--- config.mk ---
export PLATFORM = sky130hd
export DESIGN_NAME = sin_ctrl
export DESIGN_NICKNAME = d
export VERILOG_FILES = /design/src/hw/rtl/sin_pkg.sv /design/src/hw/rtl/sin_ctrl.sv
export VERILOG_INCLUDE_DIRS = /design/src /design/src/hw/rtl
export SDC_FILE = /design/constraint.sdc
export NUM_CORES = 1
export LEC_CHECK = 0
export BUFFER_PORTS_ARGS = -buffer_cell sky130_fd_sc_hd__buf_4
export CORE_UTILIZATION = 47
export DETAILED_ROUTE_END_ITERATION = 8
export PLACE_DENSITY_LB_ADDON = 0.12
export SLEW_MARGIN = 20
export SYNTH_ARGS = -nofsm -noshare
export SYNTH_HDL_FRONTEND = slang
export SYNTH_SLANG_ARGS = --single-unit
--- constraint.sdc ---
create_clock -name clock -period 2 [get_ports clock]
set_input_delay 0.3 -clock clock [delete_from_list [all_inputs] [get_ports clock]]
set_output_delay 0.3 -clock clock [all_outputs]
set_load 0.03 [all_outputs]
--- src/hw/rtl/suffix_interval_narrowing_unit_assert.svh ---
// Assertion macros for the suffix interval narrowing unit.
`ifndef SUFFIX_INTERVAL_NARROWING_UNIT_ASSERT_SVH
`define SUFFIX_INTERVAL_NARROWING_UNIT_ASSERT_SVH
// Implication checked on every clock outside reset.
`define SIN_ASSERT_IMP(label, clk, rst, ante, cons) \
   label: assert property (@(posedge clk) disable iff (rst) (ante) |-> (cons)) \
      else $error("assertion failed");
// Next-cycle implication checked outside reset.
`define SIN_ASSERT_NXT(label, clk, rst, ante, cons) \
   label: assert property (@(posedge clk) disable iff (rst) (ante) |=> (cons)) \
      else $error("assertion failed");
`endif

--- src/hw/rtl/sin_pkg.sv ---
// Shared types and constants of the suffix interval narrowing unit.
package sin_pkg;
   localparam int TextDepth = 65536;
   localparam int TextAw = 16;
   localparam int SufAw = 16;

   localparam logic [1:0] KIND_TEXT  = 2'd0;
   localparam logic [1:0] KIND_SUF   = 2'd1;
   localparam logic [1:0] KIND_QUERY = 2'd2;

   typedef struct packed {
      logic [1:0]  kind;
      logic [15:0] address;
      logic [15:0] write_value;
      logic [7:0]  query_symbol;
      logic [15:0] match_depth;
      logic [15:0] interval_start;
      logic [15:0] interval_end;
   } req_type;

   typedef struct packed {
      logic [16:0] new_start;
      logic [15:0] new_end;
      logic        found;
   } rsp_type;

   // Datapath operations issued by the controller.
   typedef enum logic [3:0] {
      OP_NONE, OP_LOAD, OP_WRITE, OP_RD_SUF, OP_RD_TXT, OP_FIRST, OP_LAST,
      OP_LPROBE, OP_LDONE, OP_RPROBE, OP_DONE
   } op_type;

   typedef struct packed {
      op_type     op;
      logic [16:0] probe_rank;
   } cmd_type;

   typedef struct packed {
      logic is_query;
      logic is_write;
      logic reversed;
      logic early;      // empty below or above after first/last reads
      logic sym_eq_first;
      logic sym_eq_last;
      logic hit;
      logic l_more;     // left search needs another probe
      logic r_more;
      logic [16:0] l_mid;
      logic [16:0] r_mid;
      logic [15:0] start_r;
      logic [15:0] end_r;
   } sts_type;
endpackage

--- src/hw/rtl/sin_ctrl.sv ---
// Controller: sequences store writes, boundary reads and both searches.
module sin_ctrl import sin_pkg::*; (
   input  logic    clock,
   input  logic    reset,
   input  logic    start,
   output logic    busy,
   output logic    rsp_valid,
   input  sts_type sts,
   output cmd_type cmd
);
   typedef enum logic [10:0] {
      S_IDLE  = 11'b00000000001,
      S_DISP  = 11'b00000000010,
      S_SUF   = 11'b00000000100,
      S_TXT   = 11'b00000001000,
      S_CAP   = 11'b00000010000,
      S_CHK   = 11'b00000100000,
      S_LDONE = 11'b00001000000,
      S_RSEL  = 11'b00010000000,
      S_DONE  = 11'b00100000000,
      S_OUT   = 11'b01000000000,
      S_LSEL  = 11'b10000000000
   } state_type;
   // Which read the S_SUF..S_CAP sequence serves.
   typedef enum logic [1:0] {P_FIRST, P_LAST, P_LEFT, P_RIGHT} phase_type;

   state_type   state_ff, state_in;
   phase_type   phase_ff, phase_in;
   logic [16:0] rank_ff, rank_in;

   assign busy = state_ff != S_IDLE;
   assign rsp_valid = state_ff == S_OUT;

   always_comb begin
      state_in = state_ff;
      phase_in = phase_ff;
      rank_in  = rank_ff;
      cmd.op = OP_NONE;
      cmd.probe_rank = rank_ff;
      unique case (state_ff)
         S_IDLE: if (start) begin
            cmd.op = OP_LOAD;
            state_in = S_DISP;
         end
         S_DISP: begin
            if (sts.is_write) begin
               cmd.op = OP_WRITE;
               state_in = S_IDLE;
            end else if (!sts.is_query) state_in = S_IDLE;
            else if (sts.reversed) state_in = S_DONE;
            else begin
               rank_in = {1'b0, sts.start_r};
               phase_in = P_FIRST;
               state_in = S_SUF;
            end
         end
         S_SUF: begin
            cmd.op = OP_RD_SUF;
            state_in = S_TXT;
         end
         S_TXT: begin
            cmd.op = OP_RD_TXT;
            state_in = S_CAP;
         end
         S_CAP: begin
            unique case (phase_ff)
               P_FIRST: begin
                  cmd.op = OP_FIRST;
                  rank_in = {1'b0, sts.end_r};
                  phase_in = P_LAST;
                  state_in = S_SUF;
               end
               P_LAST: begin
                  cmd.op = OP_LAST;
                  state_in = S_CHK;
               end
               P_LEFT: begin
                  cmd.op = OP_LPROBE;
                  state_in = S_LSEL;
               end
               default: begin
                  cmd.op = OP_RPROBE;
                  state_in = S_RSEL;
               end
            endcase
         end
         S_CHK: begin
            if (sts.early) state_in = S_DONE;
            else if (sts.sym_eq_first) state_in = S_LDONE;
            else state_in = S_LSEL;
         end
         S_LSEL: begin
            if (sts.l_more) begin
               rank_in = sts.l_mid;
               phase_in = P_LEFT;
               state_in = S_SUF;
            end else state_in = S_LDONE;
         end
         S_LDONE: begin
            cmd.op = OP_LDONE;
            state_in = sts.sym_eq_last ? S_DONE : S_RSEL;
         end
         S_RSEL: begin
            if (sts.r_more) begin
               rank_in = sts.r_mid;
               phase_in = P_RIGHT;
               state_in = S_SUF;
            end else state_in = S_DONE;
         end
         S_DONE: begin
            cmd.op = OP_DONE;
            state_in = S_OUT;
         end
         S_OUT: state_in = S_IDLE;
         default: state_in = S_IDLE;
      endcase
   end

   always_ff @(posedge clock) begin
      if (reset) begin
         state_ff <= S_IDLE;
         phase_ff <= P_FIRST;
         rank_ff  <= '0;
      end else begin
         state_ff <= state_in;
         phase_ff <= phase_in;
         rank_ff  <= rank_in;
      end
   end

`include "suffix_interval_narrowing_unit_assert.svh"
   `SIN_ASSERT_NXT(a_out_idle, clock, reset, rsp_valid, !rsp_valid)
   `SIN_ASSERT_NXT(a_done_out, clock, reset, cmd.op == OP_DONE, rsp_valid)
   `SIN_ASSERT_IMP(a_busy_out, clock, reset, rsp_valid, busy)
endmodule

# Yosys cells after proc, flatten, opt, wreduce, memory -nomap -nowiden
# Cells that the tools add are included.
[word_totals]
ff_bits = 30
elab_cells = 56
[op_classes]
eq_ne = 21
reduce_logical = 3
muxes = 29
[op_table]
columns = ["operator", "count"]
rows = [
  ["case mux 11 bit (10 select lines)", 1],
  ["2-to-1 mux 17 bit", 6],
  ["case mux 17 bit (4 select lines)", 1],
  ["2-to-1 mux 9 bit", 5],
  ["2-to-1 mux 11 bit", 3],
  ["case mux 11 bit (3 select lines)", 1],
  ["case mux 4 bit (7 select lines)", 1],
  ["2-to-1 mux 2 bit", 7],
  ["inequality test 2 bit (second input constant)", 7],
  ["case mux 4 bit (3 select lines)", 1],
  ["equality test 11 x 1 -> 1 bit (second input constant)", 1],
  ["equality test 11 x 10 -> 1 bit (second input constant)", 1],
  ["equality test 11 bit (second input constant)", 1],
  ["equality test 11 x 2 -> 1 bit (second input constant)", 1],
  ["equality test 11 x 3 -> 1 bit (second input constant)", 1],
  ["equality test 11 x 4 -> 1 bit (second input constant)", 1],
  ["equality test 11 x 5 -> 1 bit (second input constant)", 1],
  ["equality test 11 x 6 -> 1 bit (second input constant)", 1],
  ["equality test 11 x 7 -> 1 bit (second input constant)", 1],
  ["equality test 11 x 8 -> 1 bit (second input constant)", 1],
  ["equality test 11 x 9 -> 1 bit (second input constant)", 1],
  ["inequality test 11 x 1 -> 1 bit (second input constant)", 1],
  ["case mux 2 bit (4 select lines)", 1],
  ["2-to-1 mux 7 bit", 1],
  ["other kinds (6)", 6],
]

# Longest topological paths before layout
# Gate-level depths: netlist (run 1).
[depth]
word_depth = 4
mapped_depth = 8
ltp_nobuf = 7

# Worst setup path after synthesis (run 1)
# OpenSTA, ideal clock, no wires.
[synth_timing]
kind = "reg2out"
start = "register state_ff[5]"
end = "output cmd[17] (netlist name)"
setup_slack_ps = -504
path_stages_with_launch = 7
t_arrival_ps = 2204
n_path_buf = 2
cell_sequence = "dfxtp_1 buf_4 nor4_4 and2_0 clkbuf_2 nand4b_1 o221ai_1"
[synth_rtl]
columns = ["element", "line_no", "source"]
rows = [
  ["from (decl)", "sin_ctrl.sv:27", "state_type state_ff, state_in;"],
  ["from (signal assigned)", "sin_ctrl.sv:125", "state_ff <= state_in;"],
  ["to (decl)", "sin_ctrl.sv:9", "output cmd_type cmd"],
]

==> results_tabular.tex, run 1 <==
\begin{tabular}{lr}
\hline
Metric & Value \\
\hline
\multicolumn{2}{l}{\textbf{Synthesis}} \\
Warnings from Yosys & 0 \\
Post-synthesis sequential element count & 30 \\
EDFF count, synth & 0 \\
Main area contributors after synthesis & dfxtp\_1 27\%, a221oi\_2 6.8\%, a21oi\_1 5.5\% \\
Syn\_nets & 331 \\
Largest area contributor in the synthesized netlist & dfxtp\_1 \\
Mapped Area & 2200 um2 \\
Primary FF master, synth & dfxtp\_1 \\
Part of the Yosys area used for sequential elements & 27.3\% \\
Async set-reset flop share out of synthesis & 0\% \\
Fraction of post-synthesis cell area in the top cell type by area & 27.3\% \\
Post-synthesis instance total & 247 \\
Number of unique standard cell types used by synthesis & 57 \\
Syn\_area\_per\_cell & 8.91 um2 \\
\multicolumn{2}{l}{\textbf{Floorplan}} \\
Area of the die & between 4000 and 5000 um2 \\
Die span in x & 70.4 um \\
Num rows & 24 \\
I/O Pins & 101 \\
Core ar. & approximately 4400 um2 \\
Vertical die dimension & 70.4 um \\
Initial core utilization & 49.9\% \\
\multicolumn{2}{l}{\textbf{Finish}} \\
Ant. Diodes & 0 \\
Proportion of layout cells with a drive suffix above 1 & 51.3\% \\
Leading cell type in the layout, fill and taps excluded & buf\_4 \\
Core Util, Final & 76.8\% \\
Layout filler cell count & 322 \\
Area of all placed cells without fillers & 3390 um2 \\
Leading cell types in the layout, fill and taps excluded & 128 x buf\_4, 29 x nor2\_1, 24 x a21oi\_1, 22 x dfxtp\_1 \\
Number of nets in the layout & approximately 460 \\
Synthesis-to-layout area growth & 54.1\% \\
Non-filler instance count after layout & 424 \\
\multicolumn{2}{l}{\textbf{GRT}} \\
Initial antenna violation count & 0 \\
Vias in the first global route & 2406 \\
Largest net degree at the start of global routing & 23 \\
Global router's overall resource usage & between 20\% and 30\% \\
First-pass GRT wire length & 11100 um \\
Remaining global-route overflow & 0 \\
\multicolumn{2}{l}{\textbf{Detailed routing}} \\
Number of nets still failing antenna checks after routing & 0 \\
Total iterations of the first detailed-routing run & 4 \\
Starting DRT DRC Count & 194 \\
Post-detailed-route DRC marker count & 0 \\
Total wire length & approximately 7000 um \\
WL/cell & around 17 um \\
Via total after detailed routing & 2508 \\
Ratio of routed vias to standard cells & 5.92 \\
\multicolumn{2}{l}{\textbf{Clocking}} \\
Library cell used as clock root buffer & clkbuf\_8 \\
Maximum root-to-sink buffer count & 2 \\
Total number of H-tree levels & 2 \\
Hold Buf Count CTS & 0 \\
TritonCTS clock tree & yes \\
CTS buffer count & 5 \\
Number of sinks driven by the clock tree & 30 \\
Clock transition time at the flip-flop clock pins of the worst setup and hold paths & 0.07 ns \\
Skew-Pair Late Insertion Delay & 0.28 ns \\
\multicolumn{2}{l}{\textbf{STA}} \\
Final Setup Violations & 0 \\
Maximum operating frequency & 501 MHz \\
Final Hold Vio Count & 0 \\
Hold WS & 0.259 ns \\
Normalized max-slew margin & 73.6\% \\
Fraction of the cycle the final worst path needs & 99.9\% \\
Final WS setup & 0.00213 ns \\
Setup repair after global routing missed its margin & yes \\
Worst Tran Pin Value & 0.395 ns \\
Total count of max-transition violations in the final report & 0 \\
Clock tree skew after final layout & 0.00784 ns \\
Period minus WS final & about 2 ns \\
\multicolumn{2}{l}{\textbf{Power and ir drop}} \\
Leakage power of the design & 1.42 nW \\
Switching part of the total power & 27.1\% \\
Part of the total power dissipated in sequential elements & 42.2\% \\
Power spent charging and discharging nets & 396 uW \\
Total power divided by cell area & 431 nW/um2 \\
Design internal power & around 1.1 mW \\
Logic pwr share & 26.2\% \\
Worst ir drop on vdd & 0.000302 V \\
Portion of total power attributed to the clock network & 31.6\% \\
\multicolumn{2}{l}{\textbf{Status}} \\
Status & complete, no violations \\
\multicolumn{2}{l}{\textbf{Place}} \\
Number of cells after detailed placement & around 400 \\
Routability congestion estimate from global placement & 0.915 \\
Input/output buffers & 99 \\
Cell area after placement & around 3100 um2 \\
Sum of net half-perimeters after detailed placement & 5140 um \\
Post-placement worst setup slack & 0.0526 ns \\
\multicolumn{2}{l}{\textbf{Setup path}} \\
Required time of the critical path & between 1.5 and 2 ns \\
CP endpoint kind & output port \\
Critical path peak fanout & 4 \\
Worst setup path class & reg2out \\
Sort of element at the start of the critical path & flip-flop \\
Arrival time worst endpoint & around 1.7 ns \\
\multicolumn{2}{l}{\textbf{Hold path}} \\
Worst hold path type & in2reg \\
\multicolumn{2}{l}{\textbf{Job}} \\
Max-capacitance violation count & 0 \\
\hline
\end{tabular}
-- state kept, by name (all words and copies together), names as in the netlist --
name,count
rank_ff,17
phase_ff,2
state_ff,11
-- power groups by stage --
stage / Clock [mW] / Combinational (mW) / Sequential (mW)
floorplan: 0 / 0.147 / 0.634
global placement: 0 / 0.327 / 0.632
detailed placement: 0 / 0.333 / 0.632
CTS: 0.472 / 0.367 / 0.616
global route: 0.495 / 0.408 / 0.617
finish: 0.461 / 0.383 / 0.617
-- critical path: stages (launching register included) --
cell	delay (ns)
dfxtp_4	0.36
nor4_4	0.29
and2_4	0.20
nand4b_1	0.17
o221ai_4	0.24
buf_6	0.15
-- kinds of logic after synthesis --
group                    count (synthesis)  synth area share, %
buffers and inverters                   27                 8.30
flip-flops                              30                 27.3
AND/OR/NAND/NOR                         86                 26.0
AO/OA/AOI/OAI                           95                 33.8
adder cells (fa/ha/maj)                  6                 3.41
XOR/XNOR                                 3                 1.19
-- layout make-up --
type                    instances  area [um2]  share of cell area (%)
repair buffers                139        1130                    33.3
well taps                      52        65.1                    1.92
multi-input cells             190        1480                    43.7
inverters                       6        22.5                   0.664
flip-flops and latches         30         616                    18.2
clock buffers                   7        76.3                    2.25
-- cells in the mapped netlist (all sizes together), types with 4 or more instances --
master and instances:
dfxtp 30, nor2 30, a21oi 25, a211oi 17, a221oi 16, a22oi 16
buf 15, nand2 9, nand3 7, clkbuf 6, ha 6, inv 6
nor4 6, o21ai 6, nor3 5, nand4b 4, nor4b 4
-- path summary, 6_finish.rpt --
check,from,to,slack [ns],cells past startpoint
min reg2reg,rank_ff[6]$_SDFFE_PP0P_,rank_ff[6]$_SDFFE_PP0P_,0.52,2
max,state_ff[7]$_SDFFE_PP0P_,cmd[17],0.002,5
max reg2reg,state_ff[0]$_SDFFE_PP1P_,rank_ff[7]$_SDFFE_PP0P_,0.09,6
min,sts[70],state_ff[6]$_SDFFE_PP0P_,0.26,3
-- routing by layer --
layer	share of wire [%]	vias up	GRT usage, %
met2	53	118	49.3
met3	7.1	5	6.06
met5	0	-	0
met1	40	1178	34.5
li1	-	1207	-
met4	0.53	0	6.67
-- per-stage QoR --
stage | TNS, ns | power [mW]
after global placement | 0 | 0.959
after CTS | 0 | 1.45
after detailed placement | 0 | 0.966
after floorplan | -0.318 | 0.781
after global routing | -0.174 | 1.52
final | 0 | 1.46
-- timing repair --
action,CTS,global route
setup buffers,6,9
endpoints found under the hold margin,0,0
pin swaps,4,7
endpoints found under the setup margin,5,21
gates resized for setup,16,12
(Power assumes the default switching activity.)
==> run 2: changes to the inputs <==
--- a/config.mk
+++ b/config.mk
@@ -7,10 +7,9 @@
 export NUM_CORES = 1
 export LEC_CHECK = 0
 export BUFFER_PORTS_ARGS = -buffer_cell sky130_fd_sc_hd__buf_4
-export CORE_UTILIZATION = 47
+export CORE_UTILIZATION = 27
 export DETAILED_ROUTE_END_ITERATION = 8
 export PLACE_DENSITY_LB_ADDON = 0.12
-export SLEW_MARGIN = 20
 export SYNTH_ARGS = -nofsm -noshare
 export SYNTH_HDL_FRONTEND = slang
 export SYNTH_SLANG_ARGS = --single-unit
==> results_tabular.tex, run 2 (same netlist as run 1, synthesis figures left out) <==
\begin{tabular}{lr}
\hline
Metric & Value \\
\hline
\multicolumn{2}{l}{\textbf{Status}} \\
Status & complete, no violations \\
\multicolumn{2}{l}{\textbf{Clocking}} \\
Clock transition time at the flip-flop clock pins of the worst setup and hold paths & 0.06 ns \\
Number of sinks driven by the clock tree & 30 \\
Library cell used as clock root buffer & clkbuf\_8 \\
TritonCTS clock tree & yes \\
CTS buffer count & 5 \\
Total number of H-tree levels & 2 \\
Hold Buf Count CTS & 0 \\
Skew-Pair Late Insertion Delay & 0.29 ns \\
Maximum root-to-sink buffer count & 2 \\
\multicolumn{2}{l}{\textbf{Finish}} \\
Core Util, Final & a little under half \\
Largest registers & rank\_ff x17, state\_ff x11, phase\_ff x2 \\
Synthesis-to-layout area growth & 59.7\% \\
Biggest register & rank\_ff \\
Number of nets in the layout & 460 \\
Leading cell types in the layout, fill and taps excluded & 133 x buf\_4, 29 x nor2\_1, 24 x a21oi\_1, 24 x dfxtp\_1 \\
Ant. Diodes & 0 \\
Flip-flop count of the largest register, all copies and words added & 17 \\
Non-filler instance count after layout & 478 \\
Leading cell type in the layout, fill and taps excluded & buf\_4 \\
Proportion of layout cells with a drive suffix above 1 & 52.1\% \\
Layout filler cell count & 788 \\
\multicolumn{2}{l}{\textbf{Floorplan}} \\
Vertical die dimension & just over 90 um \\
Num rows & 32 \\
Die span in x & 92.3 um \\
I/O Pins & 101 \\
Initial core utilization & 28.2\% \\
Core ar. & 7810 um2 \\
Area of the die & 8520 um2 \\
\multicolumn{2}{l}{\textbf{STA}} \\
Setup repair after global routing missed its margin & yes \\
Fraction of the cycle the final worst path needs & 99.2\% \\
Worst Tran Pin Value & 0.315 ns \\
Clock tree skew after final layout & 0.00561 ns \\
Hold WS & 0.258 ns \\
Final Hold Vio Count & 0 \\
Final Setup Violations & 0 \\
Maximum operating frequency & 504 MHz \\
Period minus WS final & 1.98 ns \\
Normalized max-slew margin & 78.9\% \\
Total count of max-transition violations in the final report & 0 \\
Total Neg Setup Slack & 0 ns \\
\multicolumn{2}{l}{\textbf{Hold path}} \\
Worst hold path depth & 3 \\
End of the worst hold path & state\_ff[6]\$\_SDFFE\_PP0P\_ \\
Critical hold path startpoint & sts[70] \\
Worst hold path type & in2reg \\
\multicolumn{2}{l}{\textbf{Place}} \\
Input/output buffers & 99 \\
Routability congestion estimate from global placement & 0.794 \\
Number of cells after detailed placement & 457 \\
Sum of net half-perimeters after detailed placement & 5660 um \\
\multicolumn{2}{l}{\textbf{Setup path}} \\
Crit path max-delay cell type & dfxtp\_4 \\
Critical Path Most Common Cell & buf\_6 \\
WP buf/inv & 2 \\
CP peak stage delay & around 0.37 ns \\
Critical path peak fanout & 5 \\
Reg-to-Reg End & rank\_ff[8]\$\_SDFFE\_PP0P\_ \\
Slack of the worst reg-to-reg path & 0.12 ns \\
Sort of element at the start of the critical path & flip-flop \\
Count of cell instances traversed by the critical path & 6 \\
CP endpoint kind & output port \\
R2R cell count & 8 \\
Arrival time worst endpoint & approximately 1.7 ns \\
Worst path cell trace & buf\_6 -> nor4b\_4 -> and3\_4 -> nand2\_2 -> nand3\_2 -> buf\_6 \\
Worst setup path class & reg2out \\
Source of the worst register-to-register timing path & state\_ff[4]\$\_SDFFE\_PP0P\_ \\
Dominant delay contributor by cell family on the critical path & simple AND/OR/NAND/NOR gates \\
Required time of the critical path & 1.70 ns \\
\multicolumn{2}{l}{\textbf{Detailed routing}} \\
Total wire length & $\sim$7500 um \\
WL/cell & 15.6 um \\
Post-detailed-route DRC marker count & 0 \\
Ratio of routed vias to standard cells & 5.07 \\
Total iterations of the first detailed-routing run & 4 \\
Number of nets still failing antenna checks after routing & 0 \\
Via total after detailed routing & 2423 \\
Starting DRT DRC Count & 106 \\
\multicolumn{2}{l}{\textbf{GRT}} \\
Largest net degree at the start of global routing & 23 \\
Vias in the first global route & 2305 \\
Remaining global-route overflow & 0 \\
Global router's overall resource usage & 17.5\% \\
Initial antenna violation count & 0 \\
First-pass GRT wire length & 11700 um \\
\multicolumn{2}{l}{\textbf{Power and ir drop}} \\
Total power divided by cell area & 463 nW/um2 \\
Worst ir drop on vdd & roughly 0.00022 V \\
Total design power & $\sim$1.6 mW \\
Leakage power of the design & 1.45 nW \\
\multicolumn{2}{l}{\textbf{Job}} \\
Max-capacitance violation count & 0 \\
\hline
\end{tabular}
run 2: changes by cell type in the layout (fill, tap and decap cells not counted), sizes merged:
cell	delta
buf	+4
clkbuf	-1
bufinv	+1
run 2: layer usage:
| metal | track usage, % | up-vias | share of wire, % |
|---|---|---|---|
| met5 | 0 | - | 0 |
| met4 | 4.17 | 0 | 1.1 |
| li1 | - | 1216 | - |
| met3 | 3.15 | 6 | 5.2 |
| met1 | 23.6 | 1129 | 46 |
| met2 | 28.7 | 72 | 48 |
run 2: metrics by stage:
stage / area, um2 / setup WS [ns]
2_1_floorplan: 2220 / -0.318
3_3_place_gp: 3200 / 0.0848
3_5_place_dp: 3200 / 0.105
4_1_cts: 3380 / 0.00101
5_1_grt: 3510 / -0.102
6_report: 3510 / 0.0170
run 2: cell type report:
| cell class | instances | area, um2 | share of cell area (%) |
|---|---|---|---|
| inverter | 6 | 22.5 | 0.641 |
| clock inverter | 1 | 30.0 | 0.854 |
| clock buffer | 6 | 82.6 | 2.35 |
| tap | 102 | 128 | 3.63 |
| timing repair buffer | 143 | 1140 | 32.4 |
| sequential | 30 | 618 | 17.6 |
| multi-input combinational | 190 | 1500 | 42.6 |
run 2: where the power goes:
| group | switching (mW) | leakage [nW] | internal [mW] |
|---|---|---|---|
| clock | 0.241 | 0.0573 | 0.398 |
| sequential | 0.0123 | 0.245 | 0.603 |
| combinational | 0.163 | 1.15 | 0.209 |
| total | 0.416 | 1.45 | 1.21 |
run 2: worst max-delay path by stage:
stage / start / end
floorplan: state_ff[5]$_SDFFE_PP0P_ / cmd[17]
global placement: state_ff[1]$_SDFFE_PP0P_ / rank_ff[10]$_SDFFE_PP0P_
detailed placement: state_ff[1]$_SDFFE_PP0P_ / rank_ff[10]$_SDFFE_PP0P_
CTS: state_ff[4]$_SDFFE_PP0P_ / cmd[17]
global route: state_ff[4]$_SDFFE_PP0P_ / cmd[17]
finish: state_ff[5]$_SDFFE_PP0P_ / cmd[20]
run 2: worst reg2reg max path: cells and delay by family (launching register included):
family	cells	cell delay, ns
buf+inv	3	0.46
simple gates	1	0.27
compound gates	4	0.67
flops	1	0.36
run 2: what timing repair did:
action | in CTS | in global routing
endpoints found under the setup margin | 5 | 13
hold endpoints to repair | 0 | 0
buffers inserted | 6 | 8
gates resized for setup | 13 | 17
pin swaps | 2 | 5
